<file path="config.mk">
export PLATFORM = sky130hd
export DESIGN_NAME = mips64_primary_opcode_execute
export DESIGN_NICKNAME = d
export VERILOG_FILES = /design/src/mpoe_pkg.sv /design/src/mpoe_exec.sv /design/src/mpoe_pend.sv /design/src/mips64_primary_opcode_execute.sv
export VERILOG_INCLUDE_DIRS = /design/src /design/src/src
export SDC_FILE = /design/constraint.sdc
export NUM_CORES = 1
export LEC_CHECK = 0
export ABC_AREA = 1
export BUFFER_PORTS_ARGS = -buffer_cell sky130_fd_sc_hd__buf_4
export CAP_MARGIN = 15
export CORE_ASPECT_RATIO = 1.25
export CORE_UTILIZATION = 39
export CTS_CLUSTER_SIZE = 12
export DETAILED_ROUTE_END_ITERATION = 10
export PLACE_DENSITY_LB_ADDON = 0.05
export SLEW_MARGIN = 5
export SYNTH_ARGS = -nofsm -noshare
export SYNTH_HDL_FRONTEND = slang
export SYNTH_SLANG_ARGS = --single-unit
</file>
<file path="constraint.sdc">
create_clock -name clk_i -period 11.15 [get_ports clk_i]
set_clock_uncertainty 0.1 [all_clocks]
set_input_delay 2.23 -clock clk_i [delete_from_list [all_inputs] [get_ports clk_i]]
set_output_delay 2.23 -clock clk_i [all_outputs]
set_load 0.01 [all_outputs]
</file>
<file path="src/mips64_primary_opcode_execute_macros.svh">
// assertion macros for the execute unit
`ifndef MIPS64_PRIMARY_OPCODE_EXECUTE_MACROS_SVH
`define MIPS64_PRIMARY_OPCODE_EXECUTE_MACROS_SVH

// same-cycle implication, sampled on clk_i, off while rst_ni is low
`define MPOE_ASSERT_IMPL(lbl, ante, cons, msg) \
  lbl: assert property (@(posedge clk_i) disable iff (!rst_ni) (ante) |-> (cons)) \
    else $error(msg);

// next-cycle implication, sampled on clk_i, off while rst_ni is low
`define MPOE_ASSERT_NEXT(lbl, ante, cons, msg) \
  lbl: assert property (@(posedge clk_i) disable iff (!rst_ni) (ante) |=> (cons)) \
    else $error(msg);

`endif

</file>
<file path="src/mpoe_pkg.sv">
// types and constants shared by the execute unit modules
package mpoe_pkg;

  // primary opcodes
  localparam logic [5:0] OP_J      = 6'h02;
  localparam logic [5:0] OP_JAL    = 6'h03;
  localparam logic [5:0] OP_BEQ    = 6'h04;
  localparam logic [5:0] OP_BNE    = 6'h05;
  localparam logic [5:0] OP_BLEZ   = 6'h06;
  localparam logic [5:0] OP_BGTZ   = 6'h07;
  localparam logic [5:0] OP_ADDIU  = 6'h09;
  localparam logic [5:0] OP_SLTI   = 6'h0A;
  localparam logic [5:0] OP_SLTIU  = 6'h0B;
  localparam logic [5:0] OP_ANDI   = 6'h0C;
  localparam logic [5:0] OP_ORI    = 6'h0D;
  localparam logic [5:0] OP_XORI   = 6'h0E;
  localparam logic [5:0] OP_LUI    = 6'h0F;
  localparam logic [5:0] OP_BEQL   = 6'h14;
  localparam logic [5:0] OP_BNEL   = 6'h15;
  localparam logic [5:0] OP_DADDIU = 6'h19;
  localparam logic [5:0] OP_LDL    = 6'h1A;
  localparam logic [5:0] OP_LDR    = 6'h1B;
  localparam logic [5:0] OP_LB     = 6'h20;
  localparam logic [5:0] OP_LH     = 6'h21;
  localparam logic [5:0] OP_LW     = 6'h23;
  localparam logic [5:0] OP_LBU    = 6'h24;
  localparam logic [5:0] OP_LHU    = 6'h25;
  localparam logic [5:0] OP_LWU    = 6'h27;
  localparam logic [5:0] OP_SB     = 6'h28;
  localparam logic [5:0] OP_SH     = 6'h29;
  localparam logic [5:0] OP_SW     = 6'h2B;
  localparam logic [5:0] OP_SDL    = 6'h2C;
  localparam logic [5:0] OP_SDR    = 6'h2D;
  localparam logic [5:0] OP_CACHE  = 6'h2F;
  localparam logic [5:0] OP_LD     = 6'h37;
  localparam logic [5:0] OP_SD     = 6'h3F;

  localparam logic [31:0] JUMP_REGION_MASK = 32'hF000_0000;
  localparam logic [31:0] DWORD_ADDR_MASK  = 32'hFFFF_FFF8;
  localparam logic [4:0]  REG_RA           = 5'd31;
  localparam logic [63:0] LDL_KEEP_MASK    = 64'h00FF_FFFF_FFFF_FFFF;

  localparam int unsigned IN_DATA_W  = 256;
  localparam int unsigned OUT_DATA_W = 216;

  typedef enum logic [3:0] {
    K_NONE = 4'd0,
    K_LB   = 4'd1,
    K_LBU  = 4'd2,
    K_LH   = 4'd3,
    K_LHU  = 4'd4,
    K_LW   = 4'd5,
    K_LWU  = 4'd6,
    K_LD   = 4'd7,
    K_LDL  = 4'd8,
    K_LDR  = 4'd9
  } load_kind_e;

  typedef struct packed {
    logic        req_type;
    logic [31:0] instr_word;
    logic [31:0] pc_value;
    logic [63:0] rs_value;
    logic [63:0] rt_value;
    logic [63:0] load_data;
  } item_t;

  typedef struct packed {
    logic        reg_write;
    logic [4:0]  reg_dest;
    logic [63:0] reg_value;
    logic        branch_taken;
    logic [31:0] next_pc;
    logic        skip_slot;
    logic        mem_read;
    logic        mem_write;
    logic [31:0] mem_address;
    logic [7:0]  byte_enable;
    logic [63:0] mem_write_data;
    logic        unsupported;
  } result_t;

  typedef struct packed {
    load_kind_e  kind;
    logic [4:0]  dest;
    logic [2:0]  offset;
    logic [63:0] merge;
  } pend_t;

endpackage

</file>
<file path="src/mpoe_exec.sv">
// combinational execute logic: alu, branch, memory request and load completion
module mpoe_exec import mpoe_pkg::*; (
  input  item_t   item_i,
  input  pend_t   pend_i,
  output result_t res_o,
  output pend_t   pend_o
);

  logic [5:0]  op;
  logic [4:0]  rtn;
  logic [15:0] imm;
  logic [63:0] simm;
  logic [63:0] imm_z;
  logic [31:0] addr;
  logic [2:0]  k;
  logic [5:0]  ssh;
  logic [31:0] pc4;
  logic [31:0] btarget;
  logic [31:0] jtarget;
  logic [63:0] sum;
  logic        is_cond;
  logic        cond_hit;
  logic        likely;
  logic        is_load;
  load_kind_e  ld_kind;
  logic [2:0]  ld_off;
  logic        is_store;
  logic [7:0]  st_en;
  logic [63:0] st_data;
  logic        wr_en;
  logic [4:0]  wr_dest;
  logic [63:0] wr_val;
  logic        unsup;
  logic [5:0]  lsh;
  logic [63:0] x;
  logic [63:0] ld_val;
  logic        ld_ok;

  always_comb begin
    op      = item_i.instr_word[31:26];
    rtn     = item_i.instr_word[20:16];
    imm     = item_i.instr_word[15:0];
    simm    = {{48{imm[15]}}, imm};
    imm_z   = {48'd0, imm};
    addr    = item_i.rs_value[31:0] + simm[31:0];
    k       = addr[2:0];
    ssh     = {k, 3'b000};
    pc4     = item_i.pc_value + 32'd4;
    btarget = pc4 + {simm[29:0], 2'b00};
    jtarget = (pc4 & JUMP_REGION_MASK) | {4'd0, item_i.instr_word[25:0], 2'b00};
    sum     = item_i.rs_value + simm;

    is_cond  = 1'b0;
    cond_hit = 1'b0;
    likely   = 1'b0;
    is_load  = 1'b0;
    ld_kind  = K_NONE;
    ld_off   = 3'd0;
    is_store = 1'b0;
    st_en    = 8'd0;
    st_data  = '0;
    wr_en    = 1'b0;
    wr_dest  = 5'd0;
    wr_val   = '0;
    unsup    = 1'b0;
    res_o    = '0;
    pend_o   = pend_i;

    // extraction of a returned doubleword
    lsh    = {pend_i.offset, 3'b000};
    x      = item_i.load_data >> lsh;
    ld_ok  = 1'b1;
    ld_val = '0;
    unique case (pend_i.kind)
      K_LB:    ld_val = {{56{x[7]}}, x[7:0]};
      K_LBU:   ld_val = {56'd0, x[7:0]};
      K_LH:    ld_val = {{48{x[15]}}, x[15:0]};
      K_LHU:   ld_val = {48'd0, x[15:0]};
      K_LW:    ld_val = {{32{x[31]}}, x[31:0]};
      K_LWU:   ld_val = {32'd0, x[31:0]};
      K_LD:    ld_val = item_i.load_data;
      K_LDL:   ld_val = (pend_i.merge & (LDL_KEEP_MASK >> lsh))
                      | (item_i.load_data << (6'd56 - lsh));
      K_LDR:   ld_val = (pend_i.merge & ~({64{1'b1}} >> lsh)) | x;
      default: ld_ok  = 1'b0;
    endcase

    if (item_i.req_type) begin
      if (ld_ok) begin
        wr_en       = 1'b1;
        wr_dest     = pend_i.dest;
        wr_val      = ld_val;
        pend_o.kind = K_NONE;
      end else begin
        unsup = 1'b1;
      end
    end else begin
      unique case (op)
        OP_J: begin
          res_o.branch_taken = 1'b1;
          res_o.next_pc      = jtarget;
        end
        OP_JAL: begin
          wr_en              = 1'b1;
          wr_dest            = REG_RA;
          wr_val             = {32'd0, item_i.pc_value + 32'd8};
          res_o.branch_taken = 1'b1;
          res_o.next_pc      = jtarget;
        end
        OP_BEQ: begin
          is_cond  = 1'b1;
          cond_hit = item_i.rs_value == item_i.rt_value;
        end
        OP_BNE: begin
          is_cond  = 1'b1;
          cond_hit = item_i.rs_value != item_i.rt_value;
        end
        OP_BLEZ: begin
          is_cond  = 1'b1;
          cond_hit = item_i.rs_value[63] || (item_i.rs_value == 64'd0);
        end
        OP_BGTZ: begin
          is_cond  = 1'b1;
          cond_hit = !item_i.rs_value[63] && (item_i.rs_value != 64'd0);
        end
        OP_BEQL: begin
          is_cond  = 1'b1;
          likely   = 1'b1;
          cond_hit = item_i.rs_value == item_i.rt_value;
        end
        OP_BNEL: begin
          is_cond  = 1'b1;
          likely   = 1'b1;
          cond_hit = item_i.rs_value != item_i.rt_value;
        end
        OP_ADDIU: begin
          wr_en  = 1'b1;
          wr_val = {{32{sum[31]}}, sum[31:0]};
        end
        OP_SLTI: begin
          wr_en  = 1'b1;
          wr_val = {63'd0, $signed(item_i.rs_value) < $signed(simm)};
        end
        OP_SLTIU: begin
          wr_en  = 1'b1;
          wr_val = {63'd0, item_i.rs_value < simm};
        end
        OP_ANDI: begin
          wr_en  = 1'b1;
          wr_val = item_i.rs_value & imm_z;
        end
        OP_ORI: begin
          wr_en  = 1'b1;
          wr_val = item_i.rs_value | imm_z;
        end
        OP_XORI: begin
          wr_en  = 1'b1;
          wr_val = item_i.rs_value ^ imm_z;
        end
        OP_LUI: begin
          wr_en  = 1'b1;
          wr_val = {{32{imm[15]}}, imm, 16'd0};
        end
        OP_DADDIU: begin
          wr_en  = 1'b1;
          wr_val = sum;
        end
        OP_LDL: begin
          is_load = 1'b1;
          ld_kind = K_LDL;
        end
        OP_LDR: begin
          is_load = 1'b1;
          ld_kind = K_LDR;
        end
        OP_LB: begin
          is_load = 1'b1;
          ld_kind = K_LB;
        end
        OP_LH: begin
          is_load = 1'b1;
          ld_kind = K_LH;
        end
        OP_LW: begin
          is_load = 1'b1;
          ld_kind = K_LW;
        end
        OP_LBU: begin
          is_load = 1'b1;
          ld_kind = K_LBU;
        end
        OP_LHU: begin
          is_load = 1'b1;
          ld_kind = K_LHU;
        end
        OP_LWU: begin
          is_load = 1'b1;
          ld_kind = K_LWU;
        end
        OP_LD: begin
          is_load = 1'b1;
          ld_kind = K_LD;
        end
        OP_SB: begin
          is_store = 1'b1;
          st_en    = 8'h01 << k;
          st_data  = {56'd0, item_i.rt_value[7:0]} << ssh;
        end
        OP_SH: begin
          is_store = 1'b1;
          st_en    = 8'h03 << {k[2:1], 1'b0};
          st_data  = {48'd0, item_i.rt_value[15:0]} << {k[2:1], 4'b0000};
        end
        OP_SW: begin
          is_store = 1'b1;
          st_en    = 8'h0F << {k[2], 2'b00};
          st_data  = {32'd0, item_i.rt_value[31:0]} << {k[2], 5'b00000};
        end
        OP_SD: begin
          is_store = 1'b1;
          st_en    = 8'hFF;
          st_data  = item_i.rt_value;
        end
        OP_SDL: begin
          is_store = 1'b1;
          st_en    = 8'hFF >> (3'd7 - k);
          st_data  = item_i.rt_value >> (6'd56 - ssh);
        end
        OP_SDR: begin
          is_store = 1'b1;
          st_en    = 8'hFF << k;
          st_data  = item_i.rt_value << ssh;
        end
        OP_CACHE: begin
        end
        default: unsup = 1'b1;
      endcase

      if (is_load) begin
        // sub-doubleword accesses ignore the low address bits below their size
        unique case (ld_kind) inside
          K_LH, K_LHU: ld_off = {k[2:1], 1'b0};
          K_LW, K_LWU: ld_off = {k[2], 2'b00};
          K_LD:        ld_off = 3'd0;
          default:     ld_off = k;
        endcase
        pend_o.kind   = ld_kind;
        pend_o.dest   = rtn;
        pend_o.offset = ld_off;
        pend_o.merge  = item_i.rt_value;
        wr_dest       = rtn;
      end else if (!(op == OP_JAL)) begin
        wr_dest = rtn;
      end
    end

    if (is_cond && cond_hit) begin
      res_o.branch_taken = 1'b1;
      res_o.next_pc      = btarget;
    end else if (is_cond && likely) begin
      res_o.skip_slot = 1'b1;
    end

    res_o.reg_write      = wr_en;
    res_o.reg_dest       = wr_en ? wr_dest : 5'd0;
    res_o.reg_value      = wr_val;
    res_o.mem_read       = is_load;
    res_o.mem_write      = is_store;
    res_o.mem_address    = (is_load || is_store) ? (addr & DWORD_ADDR_MASK) : 32'd0;
    res_o.byte_enable    = st_en;
    res_o.mem_write_data = st_data;
    res_o.unsupported    = unsup;
  end

endmodule

</file>
<file path="src/mpoe_pend.sv">
// pending-load state: kind, destination, byte offset and merge base
module mpoe_pend import mpoe_pkg::*; (
  input  logic  clk_i,
  input  logic  rst_ni,
  input  logic  upd_i,
  input  pend_t pend_i,
  output pend_t pend_o
);

  pend_t pend_q;

  always_ff @(posedge clk_i or negedge rst_ni) begin
    if (!rst_ni) begin
      pend_q <= '{kind: K_NONE, dest: 5'd0, offset: 3'd0, merge: 64'd0};
    end else if (upd_i) begin
      pend_q <= pend_i;
    end
  end

  assign pend_o = pend_q;

endmodule

</file>
<file path="src/mips64_primary_opcode_execute.sv">
// execute unit for 64-bit mips primary opcodes: top level with beat pipeline
// Input stream s_axis: one beat is either an instruction (tuser 0) with its word,
// pc and rs/rt values, or a load return (tuser 1) carrying the read doubleword.
// Output stream m_axis: one result beat per input beat, in order, holding the
// writeback, branch/jump outcome, memory read or byte-enabled write request.
// A load beat issues the aligned read and records the pending load; the later
// load-return beat extracts, extends or merges the data and writes it back.
// The input beat is registered in one input register, passes the execute logic
// and is registered in one result register. Throughput is one beat per cycle
// while m_axis_tready stays high; the pending-load state is updated as each beat
// moves into the result register, so a return may directly follow its load.
// Reset clears both pipeline valids and the pending-load state (no load pending).
// When m_axis_tready is low the result register holds, the input register still
// takes one more beat, and s_axis_tready drops only once both are occupied.
module mips64_primary_opcode_execute import mpoe_pkg::*; (
  input  logic                  clk_i,
  input  logic                  rst_ni,
  input  logic                  s_axis_tvalid,
  output logic                  s_axis_tready,
  // instr_word[31:0], pc_value[63:32], rs_value[127:64], rt_value[191:128],
  // load_data[255:192]
  input  logic [IN_DATA_W-1:0]  s_axis_tdata,
  // req_type[0]
  input  logic                  s_axis_tuser,
  output logic                  m_axis_tvalid,
  input  logic                  m_axis_tready,
  // reg_write[0], reg_dest[5:1], reg_value[69:6], branch_taken[70],
  // next_pc[102:71], skip_slot[103], mem_read[104], mem_write[105],
  // mem_address[137:106], byte_enable[145:138], mem_write_data[209:146],
  // unsupported[210], zero pad[215:211]
  output logic [OUT_DATA_W-1:0] m_axis_tdata
);

  `include "mips64_primary_opcode_execute_macros.svh"

  logic    in_valid_q;
  logic    in_valid_d;
  item_t   in_item_q;
  item_t   in_item_d;
  logic    out_valid_q;
  logic    out_valid_d;
  result_t out_res_q;
  result_t out_res_d;
  logic    out_free;
  logic    advance;
  logic    in_take;
  pend_t   pend_q;
  pend_t   pend_d;
  result_t exec_res;

  assign out_free      = !out_valid_q || m_axis_tready;
  assign advance       = in_valid_q && out_free;
  assign s_axis_tready = !in_valid_q || out_free;
  assign in_take       = s_axis_tvalid && s_axis_tready;

  mpoe_exec u_exec (
    .item_i (in_item_q),
    .pend_i (pend_q),
    .res_o  (exec_res),
    .pend_o (pend_d)
  );

  mpoe_pend u_pend (
    .clk_i  (clk_i),
    .rst_ni (rst_ni),
    .upd_i  (advance),
    .pend_i (pend_d),
    .pend_o (pend_q)
  );

  always_comb begin
    in_valid_d = in_valid_q;
    in_item_d  = in_item_q;
    if (in_take) begin
      in_valid_d           = 1'b1;
      in_item_d.req_type   = s_axis_tuser;
      in_item_d.instr_word = s_axis_tdata[31:0];
      in_item_d.pc_value   = s_axis_tdata[63:32];
      in_item_d.rs_value   = s_axis_tdata[127:64];
      in_item_d.rt_value   = s_axis_tdata[191:128];
      in_item_d.load_data  = s_axis_tdata[255:192];
    end else if (advance) begin
      in_valid_d = 1'b0;
    end
  end

  always_comb begin
    out_valid_d = out_valid_q;
    out_res_d   = out_res_q;
    if (advance) begin
      out_valid_d = 1'b1;
      out_res_d   = exec_res;
    end else if (m_axis_tready) begin
      out_valid_d = 1'b0;
    end
  end

  always_ff @(posedge clk_i or negedge rst_ni) begin
    if (!rst_ni) begin
      in_valid_q  <= 1'b0;
      out_valid_q <= 1'b0;
    end else begin
      in_valid_q  <= in_valid_d;
      out_valid_q <= out_valid_d;
    end
  end

  always_ff @(posedge clk_i) begin
    in_item_q <= in_item_d;
    out_res_q <= out_res_d;
  end

  assign m_axis_tvalid = out_valid_q;
  assign m_axis_tdata  = {5'd0,
                          out_res_q.unsupported,
                          out_res_q.mem_write_data,
                          out_res_q.byte_enable,
                          out_res_q.mem_address,
                          out_res_q.mem_write,
                          out_res_q.mem_read,
                          out_res_q.skip_slot,
                          out_res_q.next_pc,
                          out_res_q.branch_taken,
                          out_res_q.reg_value,
                          out_res_q.reg_dest,
                          out_res_q.reg_write};

  `MPOE_ASSERT_IMPL(a_rd_wr_excl, out_valid_q,
    !(out_res_q.mem_read && out_res_q.mem_write), "read and write requested together")
  `MPOE_ASSERT_NEXT(a_in_hold, in_valid_q && !advance, in_valid_q,
    "input beat dropped while result stalled")
  `MPOE_ASSERT_NEXT(a_ret_clears, advance && in_item_q.req_type && !exec_res.unsupported,
    pend_q.kind == K_NONE, "completed load left pending")
  `MPOE_ASSERT_IMPL(a_ready_low, !s_axis_tready, in_valid_q && out_valid_q && !m_axis_tready,
    "input stalled without a full pipeline")

endmodule

</file>
==> flow_metrics.tcl <==
set metrics [dict create \
    outcome "finished clean" \
    dp_cells 6991 \
    final_cell_count_no_fill 7108 \
    track_usage_pct 39.84 \
    nets 6180 \
    grt_max_degree 117 \
    layout_min_cycle_time_ns 5.176 \
    postCtsSetupBuffers 0 \
    routed_wire_length_per_instance_um 29.45 \
    cts-root-to-sink-buffers 3 \
    synth_area_um2 39230 \
    yosys.cell_types.count 59 \
    timing.critical_path.required_ns 11.45 \
    synth-main-ff-cell "sky130_fd_sc_hd__edfxtp_1" \
    vias_per_cell 5.788 \
    p_comb_share_pct 40.0 \
    worst_slew_pin_slew_ns 1.217 \
    headroom_to_the_max_slew_limit_pct 18.64 \
    fraction_of_layout_instances_using_a_drive_strength_above_1_pct 12.15 \
    cts_root_buffer "sky130_fd_sc_hd__clkbuf_16" \
    switching_share_pct 44.66 \
    io_buffer_count 470 \
    floorplan.initialDensity_pct 39.52 \
    route.antenna.remaining_nets 0 \
    ys_warn_count 0 \
    startpoint_type "flip-flop" \
    mostFrequentLayoutCell "sky130_fd_sc_hd__nand2_1" \
    tritoncts "yes" \
    clock_latency_ns 0.70 \
    grt_remaining_overflow 0 \
    dieArea_um2 101900 \
    wire_length_of_the_first_global_routing_pass_um 286800 \
    rsz0062_at_grt "false" \
    leakage_uw 0.02144 \
    fin_setup_tns_ns 0 \
    post-route-drc-count 0 \
    min_period_over_period_pct 46.42 \
    achievable-frequency_mhz 193.2 \
    tritoncts.num_buffers 60 \
    totalWireLength_um 209300 \
    ios 479 \
    syn_inst 5330 \
    ys_seq_area_share_pct 40.57 \
    timing.setup.critical_path_class "flip-flop to flip-flop" \
    synth_enable_flop_cells 465 \
    number_of_global_route_vias_before_repair 38580 \
    clk_pin_slew_worst_paths_ns 0.06 \
    critical_path_arrival_ns 5.48 \
    layout-area-overhead-vs-synth_pct 17.39 \
    ir_worst_vdd_uv 151.9 \
    cts_hold_buf 0 \
    netSwitchingPower_uw 3760 \
    fraction_of_power_consumed_by_sequential_logic_pct 35.9 \
    worst-path-max-fanout 47 \
    pwr_density_cell_nw_per_um2 182.8 \
    h-tree-depth 2 \
    synth_async_sr_flop_share_pct 14.36 \
    postSynthRegisterBits 543 \
    num_vias 41140 \
    post_cts_repair_resize_count 0 \
    n_fill_cell 10250 \
    post_synth.cell_area_avg_um2 7.360 \
    p_int_uw 4659 \
    critPathCaptureType "flip-flop" \
    pwr-share-clk_pct 24.1 \
    drv.max_cap_violation_count 0 \
    finalMaxSlewViolations 0 \
    report.final.setup_viol 0 \
    initial_antenna_violation_count 8 \
    mostFrequentLayoutCells "sky130_fd_sc_hd__nand2_1 (1475), sky130_fd_sc_hd__inv_1 (743), sky130_fd_sc_hd__buf_4 (531)" \
    place.detailed.hpwl_um 165900 \
    detail_route.first_pass.iterations 8 \
    drt_iter0_markers 5584 \
    row_count 129 \
    timing.final.hold_violations 0 \
    coreArea_um2 99260 \
    classification_of_the_worst_slack_hold_path "flip-flop to flip-flop" \
    finalWeightedCongestion 1.085 \
    cts.sink_count 543 \
    chipWidth_um 285.7 \
    die_h_um 356.6 \
]
[worst max-delay path, cell delays in order, from the launching register on]
cell and delay, ns:
sky130_fd_sc_hd__edfxtp_1 0.56, sky130_fd_sc_hd__ha_1 0.45, sky130_fd_sc_hd__fa_2 0.60, sky130_fd_sc_hd__buf_4 0.39, sky130_fd_sc_hd__clkinv_1 0.59, sky130_fd_sc_hd__buf_4 0.43, sky130_fd_sc_hd__nand2_2 0.20, sky130_fd_sc_hd__inv_1 0.29
sky130_fd_sc_hd__a21oi_2 0.57, sky130_fd_sc_hd__inv_2 0.22, sky130_fd_sc_hd__a221oi_1 0.39, sky130_fd_sc_hd__nor2_1 0.08
[kinds of logic (layout without fill, tap and decap cells)]
family	Yosys count	in the layout	synth area share, %
buffers and inverters	956	1414	9.492
AOI/OAI and AO/OA	1106	1106	16.16
other	1	11	0.009560
muxes	2	2	0.05104
DFF	543	543	40.57
and+or+nand+nor	2419	2419	25.23
xor gates and xnor gates	127	127	2.836
adders and majority gates	176	176	5.652
[flip-flops by register name, summed over array words and instances (netlist names)]
name,cells
in_item_q,257
m_axis_tdata,208
u_pend.pend_o,76
in_valid_q,1
m_axis_tvalid,1
[per-stage QoR]
| stage | setup slack (ns) | power, µW | area, µm² | util, % | hold slack [ns] |
|---|---|---|---|---|---|
| floorplan | 2.973 | 4726 | 39250 | - | 0.3537 |
| global placement | 6.143 | 6291 | 44090 | 44.42 | 0.3747 |
| detailed placement | 6.170 | 6281 | 44090 | 44.42 | 0.3819 |
| CTS | 6.156 | 8311 | 46040 | 46.38 | 0.3955 |
| global route | 5.885 | 8698 | 46040 | 46.38 | 0.4350 |
| finish | 5.974 | 8419 | 46050 | 46.39 | 0.3891 |
[cell usage after synthesis (28+ instances only)]
master | count | area [µm²]
sky130_fd_sc_hd__dfrtp_1 | 78 | 1952
sky130_fd_sc_hd__o211ai_1 | 41 | 307.8
sky130_fd_sc_hd__nand3_1 | 246 | 1231
sky130_fd_sc_hd__a22oi_1 | 31 | 232.7
sky130_fd_sc_hd__a221oi_1 | 31 | 271.5
sky130_fd_sc_hd__buf_2 | 44 | 220.2
sky130_fd_sc_hd__ha_1 | 174 | 2177
sky130_fd_sc_hd__nand4_1 | 59 | 369.1
sky130_fd_sc_hd__clkbuf_1 | 105 | 394.1
sky130_fd_sc_hd__xor2_1 | 83 | 727.0
sky130_fd_sc_hd__o21ai_1 | 28 | 140.1
sky130_fd_sc_hd__nand2_1 | 1475 | 5537
sky130_fd_sc_hd__o21ai_0 | 496 | 2482
sky130_fd_sc_hd__nor3_1 | 66 | 330.3
sky130_fd_sc_hd__edfxtp_1 | 465 | 13960
sky130_fd_sc_hd__o22ai_1 | 92 | 575.6
sky130_fd_sc_hd__xnor2_1 | 44 | 385.4
sky130_fd_sc_hd__inv_1 | 745 | 2796
sky130_fd_sc_hd__nor2_1 | 489 | 1836
sky130_fd_sc_hd__a21oi_1 | 259 | 1296
[layer usage]
layer	global-route usage, %	vias up	share of wire, %
li1	-	18560	-
met1	50.83	19530	39
met2	62.83	2516	45
met3	6.355	535	9.1
met4	25.51	2	7.5
met5	0	-	0.0067
[cell type report]
class,count,area (µm²),area share (%)
inverter,769,2903,6.303
sequential,543,15920,34.57
multi-input combinational,3838,19650,42.66
clock buffer,92,1702,3.695
tap,1310,1639,3.559
timing repair buffer,531,3986,8.656
antenna,3,7.507,0.01630
clock inverter,22,250.2,0.5434
[worst paths after layout]
| check | slack, ns | from | to | cells after the start |
|---|---|---|---|---|
| max | 5.97 | in_item_q[224] | m_axis_tdata[188] | 11 |
| min | 0.39 | u_pend.pend_o[71] | u_pend.pend_o[71] | 2 |
| max reg2reg | 5.97 | in_item_q[224] | m_axis_tdata[188] | 11 |
| min reg2reg | 0.39 | u_pend.pend_o[71] | u_pend.pend_o[71] | 2 |
| max in group asynchronous | 8.26 | rst_ni | u_pend.pend_o[64] | 2 |
| min in group asynchronous | 1.34 | rst_ni | u_pend.pend_o[41] | 1 |
[power groups by stage]
stage                     clock, µW  sequential [µW]  combinational, µW
after floorplan                   0             2890               1830
after global placement            0             3040               3250
after detailed placement          0             3040               3240
after CTS                      2050             3000               3260
after global routing           2110             3030               3560
final                          2020             3030               3370
No activity file was read; power rests on OpenSTA's default activity.
